## src/rtl/dhpf_pkg.sv

```systemverilog
// ----------------------------------------------------------------------------
// dhpf_pkg
// Shared types and constants for the drum hit pulse frame builder.
// ----------------------------------------------------------------------------
`default_nettype none

package dhpf_pkg;

  // Request commands
  localparam logic [1:0] CMD_BUILD = 2'd0;
  localparam logic [1:0] CMD_GATE  = 2'd1;
  localparam logic [1:0] CMD_TEST  = 2'd2;

  localparam int SLOT_COUNT = 8;    // pulse-stretched sensor slots, 1..16
  localparam int HIT_W      = 8;    // slots that can receive a hit / report a peak
  localparam int HOLD_W     = 20;
  localparam int TIME_W     = 64;
  localparam int COIN_W     = 16;
  localparam int DIG_W      = 16;

  localparam logic [HOLD_W-1:0] HOLD_RESET = 20'd18000;

  localparam logic [DIG_W-1:0] DIG_TEST    = 16'h0080;
  localparam logic [DIG_W-1:0] DIG_ENTER   = 16'h0200;
  localparam logic [DIG_W-1:0] DIG_DOWN    = 16'h1000;
  localparam logic [DIG_W-1:0] DIG_UP      = 16'h2000;
  localparam logic [DIG_W-1:0] DIG_SERVICE = 16'h4000;

  typedef struct packed {
    logic [1:0]        command;
    logic              value_on;
    logic              advance;
    logic [TIME_W-1:0] now_us;
    logic [3:0]        held_buttons;
    logic              other_held;
    logic [7:0]        coin_pulses;
    logic [7:0]        test_pulses;
    logic [HIT_W-1:0]  hit_mask;
  } in_item_t;

  typedef struct packed {
    logic [DIG_W-1:0]  digital_word;
    logic [COIN_W-1:0] coin_total;
    logic [HIT_W-1:0]  peak_mask;
  } frame_t;

  // Control from the request decoder to the slot array
  typedef struct packed {
    logic step;   // advancing build: evaluate deadlines and take hits
    logic clear;  // gating on: drop every running pulse
  } slot_ctrl_t;

endpackage

`default_nettype wire

```

## src/rtl/dhpf_if.sv

```systemverilog
// ----------------------------------------------------------------------------
// dhpf_if
// Valid/ready channels for requests and frames.
// ----------------------------------------------------------------------------
`default_nettype none

interface dhpf_in_if;
  logic       valid;
  logic       ready;
  logic [1:0] command;
  logic       value_on;
  logic       advance;
  logic [dhpf_pkg::TIME_W-1:0] now_us;
  logic [3:0] held_buttons;
  logic       other_held;
  logic [7:0] coin_pulses;
  logic [7:0] test_pulses;
  logic [dhpf_pkg::HIT_W-1:0] hit_mask;

  modport source (output valid, command, value_on, advance, now_us, held_buttons,
                  other_held, coin_pulses, test_pulses, hit_mask, input ready);
  modport sink   (input valid, command, value_on, advance, now_us, held_buttons,
                  other_held, coin_pulses, test_pulses, hit_mask, output ready);
endinterface

interface dhpf_out_if;
  logic valid;
  logic ready;
  logic [dhpf_pkg::DIG_W-1:0]  digital_word;
  logic [dhpf_pkg::COIN_W-1:0] coin_total;
  logic [dhpf_pkg::HIT_W-1:0]  peak_mask;

  modport source (output valid, digital_word, coin_total, peak_mask, input ready);
  modport sink   (input valid, digital_word, coin_total, peak_mask, output ready);
endinterface

`default_nettype wire

```

## src/rtl/dhpf_slots.sv

```systemverilog
// ----------------------------------------------------------------------------
// dhpf_slots
// Per-slot pulse stretcher: active bit plus a 64-bit deadline per slot.
// ----------------------------------------------------------------------------
`default_nettype none

module dhpf_slots (
  input  wire logic                              clk,
  input  wire logic                              rst_n,
  input  wire dhpf_pkg::slot_ctrl_t              ctrl,
  input  wire logic [dhpf_pkg::TIME_W-1:0]       now_us,
  input  wire logic [dhpf_pkg::HOLD_W-1:0]       hold_us,
  input  wire logic [dhpf_pkg::HIT_W-1:0]        hits,
  output logic      [dhpf_pkg::SLOT_COUNT-1:0]   high
);

  logic [dhpf_pkg::SLOT_COUNT-1:0] active_r;
  logic [dhpf_pkg::SLOT_COUNT-1:0] active_nxt;
  logic [dhpf_pkg::TIME_W-1:0]     deadline_r [dhpf_pkg::SLOT_COUNT];
  logic [dhpf_pkg::TIME_W-1:0]     deadline_nxt;

  // One deadline serves every slot that takes a hit on this beat
  assign deadline_nxt = now_us + {{(dhpf_pkg::TIME_W-dhpf_pkg::HOLD_W){1'b0}}, hold_us};

  for (genvar i = 0; i < dhpf_pkg::SLOT_COUNT; i++) begin : g_slot
    logic hit;
    logic running;

    if (i < dhpf_pkg::HIT_W) begin : g_hit
      assign hit = hits[i];
    end else begin : g_nohit
      assign hit = 1'b0;
    end

    assign running = now_us < deadline_r[i];

    // A slot past its deadline spends this beat as the forced-low sample
    assign high[i] = active_r[i] ? running : hit;

    always_comb begin
      active_nxt[i] = active_r[i];
      if (ctrl.clear) begin
        active_nxt[i] = 1'b0;
      end else if (ctrl.step) begin
        active_nxt[i] = active_r[i] ? running : hit;
      end
    end

    always_ff @(posedge clk) begin
      if (ctrl.step && !active_r[i] && hit) begin
        deadline_r[i] <= deadline_nxt;
      end
    end
  end

  always_ff @(posedge clk) begin
    if (!rst_n) begin
      active_r <= '0;
    end else begin
      active_r <= active_nxt;
    end
  end

  a_clear_drops_all: assert property (@(posedge clk) disable iff (!rst_n)
    ctrl.clear |=> active_r == '0)
    else $error("pulse still active after gating on");

endmodule

`default_nettype wire

```

## src/rtl/dhpf_core.sv

```systemverilog
// ----------------------------------------------------------------------------
// dhpf_core
// Request decode, gating, release gate, coin/test state and frame assembly.
// ----------------------------------------------------------------------------
`default_nettype none

module dhpf_core (
  input  wire logic                         clk,
  input  wire logic                         rst_n,
  input  wire logic                         fire,
  input  wire dhpf_pkg::in_item_t           item,
  input  wire logic [dhpf_pkg::HOLD_W-1:0]  hold_us,
  output logic                              has_result,
  output dhpf_pkg::frame_t                  frame
);

  logic gated_r, gated_nxt;
  logic release_r, release_nxt;
  logic test_r, test_nxt;
  logic [dhpf_pkg::COIN_W-1:0] coin_r, coin_nxt;
  logic saved_valid_r, saved_valid_nxt;
  dhpf_pkg::frame_t saved_r, saved_nxt;

  logic is_build, is_gate;
  logic replay, adv, quiet, suppress;
  logic [3:0] levels;
  logic [7:0] coins;
  logic test_odd;
  logic [dhpf_pkg::HIT_W-1:0] hits;
  logic [dhpf_pkg::SLOT_COUNT-1:0] high;
  logic [dhpf_pkg::HIT_W-1:0] peaks;
  logic [dhpf_pkg::DIG_W-1:0] digital;
  dhpf_pkg::slot_ctrl_t slot_ctrl;

  assign is_build = item.command == dhpf_pkg::CMD_BUILD;
  assign is_gate  = item.command == dhpf_pkg::CMD_GATE;

  assign replay = is_build && !gated_r && !item.advance && saved_valid_r;
  assign adv    = is_build && item.advance;

  assign quiet = (item.held_buttons == '0) && !item.other_held &&
                 (item.coin_pulses == '0) && (item.test_pulses == '0) &&
                 (item.hit_mask == '0);
  // Release gate clears on a quiet request and lets that request through
  assign suppress = gated_r || (release_r && !quiet);

  assign levels   = suppress ? '0 : item.held_buttons;
  assign coins    = suppress ? '0 : item.coin_pulses;
  assign test_odd = suppress ? 1'b0 : item.test_pulses[0];
  assign hits     = suppress ? '0 : item.hit_mask;

  assign slot_ctrl.step  = fire && adv;
  assign slot_ctrl.clear = fire && is_gate && item.value_on;

  dhpf_slots u_slots (
    .clk     (clk),
    .rst_n   (rst_n),
    .ctrl    (slot_ctrl),
    .now_us  (item.now_us),
    .hold_us (hold_us),
    .hits    (hits),
    .high    (high)
  );

  for (genvar j = 0; j < dhpf_pkg::HIT_W; j++) begin : g_peak
    if (j < dhpf_pkg::SLOT_COUNT) begin : g_on
      assign peaks[j] = adv && high[j];
    end else begin : g_off
      assign peaks[j] = 1'b0;
    end
  end

  always_comb begin
    gated_nxt       = gated_r;
    release_nxt     = release_r;
    test_nxt        = test_r;
    coin_nxt        = coin_r;
    saved_valid_nxt = saved_valid_r;
    saved_nxt       = saved_r;
    case (item.command)
      dhpf_pkg::CMD_GATE: begin
        gated_nxt = item.value_on;
        if (item.value_on) begin
          saved_nxt       = '0;
          saved_valid_nxt = 1'b1;
          release_nxt     = 1'b0;
        end else if (gated_r) begin
          release_nxt = 1'b1;
        end
      end
      dhpf_pkg::CMD_TEST: begin
        test_nxt = item.value_on;
      end
      dhpf_pkg::CMD_BUILD: begin
        if (!replay) begin
          if (release_r && quiet) begin
            release_nxt = 1'b0;
          end
          if (adv) begin
            coin_nxt = coin_r + {8'b0, coins};
            if (test_odd) begin
              test_nxt = !test_r;
            end
          end
        end
      end
      default: begin
      end
    endcase
  end

  always_comb begin
    digital = '0;
    if (test_nxt)  digital = digital | dhpf_pkg::DIG_TEST;
    if (levels[0]) digital = digital | dhpf_pkg::DIG_ENTER;
    if (levels[1]) digital = digital | dhpf_pkg::DIG_DOWN;
    if (levels[2]) digital = digital | dhpf_pkg::DIG_UP;
    if (levels[3]) digital = digital | dhpf_pkg::DIG_SERVICE;
  end

  always_comb begin
    if (replay) begin
      frame = saved_r;
    end else begin
      frame.digital_word = digital;
      frame.coin_total   = coin_nxt;
      frame.peak_mask    = peaks;
    end
  end

  assign has_result = is_build;

  always_ff @(posedge clk) begin
    if (!rst_n) begin
      gated_r       <= 1'b0;
      release_r     <= 1'b0;
      test_r        <= 1'b0;
      coin_r        <= '0;
      saved_valid_r <= 1'b0;
      saved_r       <= '0;
    end else if (fire) begin
      gated_r       <= gated_nxt;
      release_r     <= release_nxt;
      test_r        <= test_nxt;
      coin_r        <= coin_nxt;
      saved_valid_r <= (adv && !replay) ? 1'b1 : saved_valid_nxt;
      saved_r       <= (adv && !replay) ? frame : saved_nxt;
    end
  end

  a_gate_on: assert property (@(posedge clk) disable iff (!rst_n)
    fire && is_gate && item.value_on |=> gated_r && saved_valid_r && !release_r)
    else $error("gating on did not reset frame state");

  a_gated_coins_hold: assert property (@(posedge clk) disable iff (!rst_n)
    fire && is_build && gated_r |=> coin_r == $past(coin_r))
    else $error("coins counted while gated");

  a_replay_no_change: assert property (@(posedge clk) disable iff (!rst_n)
    fire && replay |=> coin_r == $past(coin_r) && release_r == $past(release_r))
    else $error("replay changed state");

endmodule

`default_nettype wire

```

## src/rtl/drum_hit_pulse_frame_builder.sv

```systemverilog
// ----------------------------------------------------------------------------
// drum_hit_pulse_frame_builder
// Builds one input frame per build request from a pad snapshot, with drum pulses.
// ----------------------------------------------------------------------------
// Path: a build request accepted on in_ch is held in the input register, then
//   its frame is registered in the frame register and presented on out_ch.
// Throughput: one request per cycle while out_ch takes frames; each item sits
//   in the input register; the frame register frees while the sink takes it.
// Reset: synchronous, active low; clears all control state, pulses and the
//   coin counter and loads hold_r with 18000. No clearing pass.
`default_nettype none

module drum_hit_pulse_frame_builder (
  input  wire logic                        clk,
  input  wire logic                        rst_n,
  input  wire logic                        cfg_wr_en,
  input  wire logic [dhpf_pkg::HOLD_W-1:0] cfg_wr_data,
  dhpf_in_if.sink                          in_ch,
  dhpf_out_if.source                       out_ch
);

  logic [dhpf_pkg::HOLD_W-1:0] hold_r;
  logic                        req_valid_r, req_valid_nxt;
  dhpf_pkg::in_item_t          req_r;
  logic                        out_valid_r, out_valid_nxt;
  dhpf_pkg::frame_t            out_r;

  logic             fire, has_result, out_free, in_take;
  dhpf_pkg::frame_t frame;

  assign out_free = !out_valid_r || out_ch.ready;
  assign fire     = req_valid_r && (!has_result || out_free);
  assign in_take  = in_ch.valid && in_ch.ready;

  assign in_ch.ready = !req_valid_r || fire;

  always_ff @(posedge clk) begin
    if (!rst_n) begin
      hold_r <= dhpf_pkg::HOLD_RESET;
    end else if (cfg_wr_en) begin
      hold_r <= cfg_wr_data;
    end
  end

  always_comb begin
    req_valid_nxt = req_valid_r;
    if (in_take) begin
      req_valid_nxt = 1'b1;
    end else if (fire) begin
      req_valid_nxt = 1'b0;
    end
  end

  always_ff @(posedge clk) begin
    if (in_take) begin
      req_r.command      <= in_ch.command;
      req_r.value_on     <= in_ch.value_on;
      req_r.advance      <= in_ch.advance;
      req_r.now_us       <= in_ch.now_us;
      req_r.held_buttons <= in_ch.held_buttons;
      req_r.other_held   <= in_ch.other_held;
      req_r.coin_pulses  <= in_ch.coin_pulses;
      req_r.test_pulses  <= in_ch.test_pulses;
      req_r.hit_mask     <= in_ch.hit_mask;
    end
  end

  dhpf_core u_core (
    .clk        (clk),
    .rst_n      (rst_n),
    .fire       (fire),
    .item       (req_r),
    .hold_us    (hold_r),
    .has_result (has_result),
    .frame      (frame)
  );

  // Hold the frame until the sink takes the beat
  always_comb begin
    out_valid_nxt = out_valid_r;
    if (fire && has_result) begin
      out_valid_nxt = 1'b1;
    end else if (out_ch.ready) begin
      out_valid_nxt = 1'b0;
    end
  end

  always_ff @(posedge clk) begin
    if (fire && has_result) begin
      out_r <= frame;
    end
  end

  always_ff @(posedge clk) begin
    if (!rst_n) begin
      req_valid_r <= 1'b0;
      out_valid_r <= 1'b0;
    end else begin
      req_valid_r <= req_valid_nxt;
      out_valid_r <= out_valid_nxt;
    end
  end

  assign out_ch.valid        = out_valid_r;
  assign out_ch.digital_word = out_r.digital_word;
  assign out_ch.coin_total   = out_r.coin_total;
  assign out_ch.peak_mask    = out_r.peak_mask;

  a_req_kept: assert property (@(posedge clk) disable iff (!rst_n)
    req_valid_r && !fire |=> req_valid_r && req_r == $past(req_r))
    else $error("pending request lost");

endmodule

`default_nettype wire
```

## src/flat_wrapper.sv

```systemverilog
// flat-port wrapper written by rule: the top's interface ports become plain ports
module drum_hit_pulse_frame_builder_flat 
  (clk, rst_n, cfg_wr_en, cfg_wr_data, in_ch_valid, in_ch_command, in_ch_value_on, in_ch_advance, in_ch_now_us, in_ch_held_buttons, in_ch_other_held, in_ch_coin_pulses, in_ch_test_pulses, in_ch_hit_mask, in_ch_ready, out_ch_valid, out_ch_digital_word, out_ch_coin_total, out_ch_peak_mask, out_ch_ready);
  dhpf_in_if in_ch_i ();
  dhpf_out_if out_ch_i ();
  input  wire logic clk;
  input  wire logic rst_n;
  input  wire logic cfg_wr_en;
  input  wire logic [dhpf_pkg::HOLD_W-1:0] cfg_wr_data;
  input wire logic [$bits(in_ch_i.valid)-1:0] in_ch_valid;
  input wire logic [$bits(in_ch_i.command)-1:0] in_ch_command;
  input wire logic [$bits(in_ch_i.value_on)-1:0] in_ch_value_on;
  input wire logic [$bits(in_ch_i.advance)-1:0] in_ch_advance;
  input wire logic [$bits(in_ch_i.now_us)-1:0] in_ch_now_us;
  input wire logic [$bits(in_ch_i.held_buttons)-1:0] in_ch_held_buttons;
  input wire logic [$bits(in_ch_i.other_held)-1:0] in_ch_other_held;
  input wire logic [$bits(in_ch_i.coin_pulses)-1:0] in_ch_coin_pulses;
  input wire logic [$bits(in_ch_i.test_pulses)-1:0] in_ch_test_pulses;
  input wire logic [$bits(in_ch_i.hit_mask)-1:0] in_ch_hit_mask;
  output wire logic [$bits(in_ch_i.ready)-1:0] in_ch_ready;
  output wire logic [$bits(out_ch_i.valid)-1:0] out_ch_valid;
  output wire logic [$bits(out_ch_i.digital_word)-1:0] out_ch_digital_word;
  output wire logic [$bits(out_ch_i.coin_total)-1:0] out_ch_coin_total;
  output wire logic [$bits(out_ch_i.peak_mask)-1:0] out_ch_peak_mask;
  input wire logic [$bits(out_ch_i.ready)-1:0] out_ch_ready;
  assign in_ch_i.valid = in_ch_valid;
  assign in_ch_i.command = in_ch_command;
  assign in_ch_i.value_on = in_ch_value_on;
  assign in_ch_i.advance = in_ch_advance;
  assign in_ch_i.now_us = in_ch_now_us;
  assign in_ch_i.held_buttons = in_ch_held_buttons;
  assign in_ch_i.other_held = in_ch_other_held;
  assign in_ch_i.coin_pulses = in_ch_coin_pulses;
  assign in_ch_i.test_pulses = in_ch_test_pulses;
  assign in_ch_i.hit_mask = in_ch_hit_mask;
  assign in_ch_ready = in_ch_i.ready;
  assign out_ch_valid = out_ch_i.valid;
  assign out_ch_digital_word = out_ch_i.digital_word;
  assign out_ch_coin_total = out_ch_i.coin_total;
  assign out_ch_peak_mask = out_ch_i.peak_mask;
  assign out_ch_i.ready = out_ch_ready;
  drum_hit_pulse_frame_builder u_core (.clk(clk), .rst_n(rst_n), .cfg_wr_en(cfg_wr_en), .cfg_wr_data(cfg_wr_data), .in_ch(in_ch_i), .out_ch(out_ch_i));
endmodule
```

## config.mk

```make
export PLATFORM = sky130hd
export DESIGN_NAME = drum_hit_pulse_frame_builder_flat
export DESIGN_NICKNAME = d
export VERILOG_FILES = /design/src/rtl/dhpf_pkg.sv /design/src/rtl/dhpf_if.sv /design/src/rtl/dhpf_slots.sv /design/src/rtl/dhpf_core.sv /design/src/rtl/drum_hit_pulse_frame_builder.sv /design/src/flat_wrapper.sv
export SDC_FILE = /design/constraint.sdc
export NUM_CORES = 1
export LEC_CHECK = 0
export BUFFER_PORTS_ARGS = -buffer_cell sky130_fd_sc_hd__buf_2
export CORE_UTILIZATION = 60
export DETAILED_ROUTE_END_ITERATION = 8
export GPL_ROUTABILITY_DRIVEN = 0
export HOLD_SLACK_MARGIN = 0.03
export PLACE_DENSITY_LB_ADDON = 0.12
export SYNTH_ARGS = -nofsm -noshare
export SYNTH_HDL_FRONTEND = slang
export SYNTH_SLANG_ARGS = --single-unit
```

## constraint.sdc

```tcl
create_clock -name clk -period 8.74 [get_ports clk]
set_clock_uncertainty 0.15 [all_clocks]
set_input_delay 1.311 -clock clk [delete_from_list [all_inputs] [get_ports clk]]
set_output_delay 1.311 -clock clk [all_outputs]
set_load 0.005 [all_outputs]
```

==> reports/results.tsv <==
metric	value	unit
pwr-share-comb	7.8	%
tritoncts	yes	
yosysMostFrequentCell	edfxtp_1	
global_route.overflow_total	0	
drv_slew	0	
synthMuxAreaShare	0.5715	%
wl	98640	um
global_route.usage.met1	39.52	%
drv_cap	0	
power.share.clock	40.9	%
coreArea	63310	um2
grt_pass1_wl	151200	um
hp-class	reg -> reg	
ant_nets	0	
cts_made_buffers	79	
synth_cell_types	78	
wl_per_cell	22.56	um
power.total	7.862	mW
first_global_vias	26878	
powerDensity	183.1	nW/um2
ys_seq_area_share	55.26	%
period_share	50.94	%
critPathRequiredTime	8.86	ns
synth_top_cell_by_area	edfxtp_1	
synth_ff_type	edfxtp_1	
drtPass1Iterations	5	
synth_top_family_by_area	adder cells	
holdWs	0.3032	ns
cts_resized	0	
cts_setup_buffers	0	
ir_drop	172.4	uV
die_y	255.4	um
path_class	reg -> reg	
synthCells	3237	
setup_viol	0	
relSlewSlack	15.79	%
netlist_top_cells_area	edfxtp_1 51%, ha_1 17%, inv_1 5.3%	
tightest_slew	1.260	ns
htreeDepth	3	
synthAdderAreaFrac	17.38	%
row_count	92	
initial_core_util	60.86	%
synthArstFlopShare	0	%
critPathLaunch	u_core.req_r[11]$_DFFE_PP_	
power_switching	1.839	mW
vias_per_cell	6.020	
dpl.hpwl	69480	um
root_buffer	clkbuf_16	
synth-edff-count	649	
ys_seq_elements	739	
rr_worst_depth	7	
rr_endpoint	u_core.u_core.u_slots.deadline_r[1][64]$_DFFE_PP_	
power.leakage	18.69	nW
ioPinCount	164	
min_period	4.452	ns
max_freq	224.6	MHz
nets	4120	
outcome	finished, final reports clean	
clock-sinks	739	
drive_above_1_share	9.220	%
synthXorXnorAreaFrac	1.796	%
start_kind	flip-flop	
crit_end	u_core.u_core.u_slots.deadline_r[1][64]$_DFFE_PP_	
drtIter0Drc	2238	
grt_usage	30.31	%
timing.rr.start	u_core.req_r[11]$_DFFE_PP_	
synth_compound_area_share	9.921	%
top_usage_layer	met2	
min_path_cells	2	
internal-power	6.023	mW
cts_hold_buffers	0	
end_kind	flip-flop	
die_area	65230	um2
path_clk_slew	0.06	ns
cp_max_fo	33	
synth_warnings	0	
clk_latency	0.63	ns
die_w	255.4	um
syn_to_final_growth	11.42	%
synth-simple-area-share	9.417	%
grt_use_met3	4.901	%
netlist_area	38530	um2
grt_max_degree	70	
cp_data_arrival_time	4.57	ns
finalHoldViolations	0	
yosys.area.top_type_share	50.58	%
clockBufferDepth	3	
power_switching_share	23.39	%
tns	0	ns
rsz0062_at_grt	false	
drc_errors	0	
synth_nets	3893	
portBuffers	163	
ff2ff_setup_slack	4.29	ns
antenna_found_initial	2	
synth_commonest_cells	649 x edfxtp_1, 540 x inv_1, 532 x ha_1	
avgSynthCellArea	11.90	um2
sequentialPowerShare	51.3	%
dr_total_vias	26318	
grt_use_met2	49.89	%
==> worst min path at each step <==
stage	startpoint	endpoint
finish	u_core.u_core.saved_r[31]$_SDFFE_PN0P_	u_core.u_core.saved_r[31]$_SDFFE_PN0P_
global route	u_core.u_core.saved_r[31]$_SDFFE_PN0P_	u_core.u_core.saved_r[31]$_SDFFE_PN0P_
CTS	u_core.u_core.saved_r[31]$_SDFFE_PN0P_	u_core.u_core.saved_r[31]$_SDFFE_PN0P_
detailed placement	u_core.u_core.saved_r[31]$_SDFFE_PN0P_	u_core.u_core.saved_r[31]$_SDFFE_PN0P_
global placement	u_core.u_core.saved_r[31]$_SDFFE_PN0P_	u_core.u_core.saved_r[31]$_SDFFE_PN0P_
floorplan	u_core.u_core.saved_r[31]$_SDFFE_PN0P_	u_core.u_core.saved_r[31]$_SDFFE_PN0P_
==> flip-flops by register name, summed over array words and instances, names as in the netlist <==
signal,cells
u_core.u_core.u_slots.deadline_r,512
u_core.out_ch.digital_word,16
u_core.out_ch.coin_total,16
u_core.out_ch.valid,1
u_core.u_core.saved_r,40
u_core.u_core.u_slots.active_r,8
u_core.out_ch.peak_mask,8
u_core.req_r,97
u_core.req_valid_r,1
u_core.u_core.test_r,1
u_core.u_core.coin_r,16
u_core.u_core.gated_r,1
u_core.u_core.saved_valid_r,1
u_core.u_core.release_r,1
u_core.hold_r,20
==> per-layer routing <==
metal	part of all wire [%]	vias to the layer above	routed length (um)
met5	0.012	-	12
met4	3.9	2	3860
met3	7.4	223	7314
met2	48	1055	47070
met1	41	12837	40380
li1	-	12201	-
==> cell families (layout without fill, tap and decap cells) <==
family,after synthesis,after routing
fa+ha+maj,534,534
buf+inv,578,866
xor+xnor,79,79
other cells,0,1
simple gates,700,700
flops,739,739
mux,22,22
compound gates,585,585
==> per-stage QoR <==
step	setup WS, ns	cell area, um2	utilization (%)	instances
final	4.288	42930	67.81	4372
after global routing	4.148	42930	67.80	4371
after CTS	4.321	42930	67.80	4371
after detailed placement	4.204	40480	63.93	4229
after global placement	4.297	40480	63.93	4229
after floorplan	3.096	38530	-	3237
==> power by group through the flow <==
stage	registers (mW)	logic, mW	clock network [mW]
2_1_floorplan	4.07	0.371	0
3_3_place_gp	4.10	0.569	0
3_5_place_dp	4.11	0.598	0
4_1_cts	4.03	0.603	3.26
5_1_grt	4.04	0.673	3.38
6_report	4.03	0.610	3.22
==> layout make-up <==
class,instances,area (um2)
multi-input cells,1920,15130
fillers,4579,20380
flip-flops and latches,739,21290
clock inverters,27,215.2
diodes,1,2.502
clock buffers,115,2235
inverters,540,2027
repair buffers,184,973.4
well taps,846,1059
==> cell usage in the layout, fill, tap and decap left out, drive strengths merged, types with 6 or more instances in the layout <==
cell type	count
nand3	73
a2111oi	19
nand4b	6
a221o	6
ha	532
nor2	105
o211ai	18
a21o	92
nor3	34
a22oi	8
clkbuf	115
a211oi	17
and2	35
nand2b	27
edfxtp	649
xor2	27
nand2	188
a31oi	17
o21ai	108
nor2b	45
and3	44
o221ai	10
o31ai	6
buf	184
clkinv	20
mux2i	22
a221oi	15
inv	544
dfxtp	90
and4	15
a21oi	187
o21a	25
xnor2	52
nand4	92
nor4	23
a21boi	18
==> worst max-delay path, cell delays in order (launching register included) <==
cell and delay [ns]:
edfxtp_1 0.36, nor3_1 0.59, nand4_1 0.24, o21ai_0 0.28, and2_1 0.48, nand2_1 0.42
nor2_4 0.97, buf_4 0.55
Power figures use the tool's default switching activity.
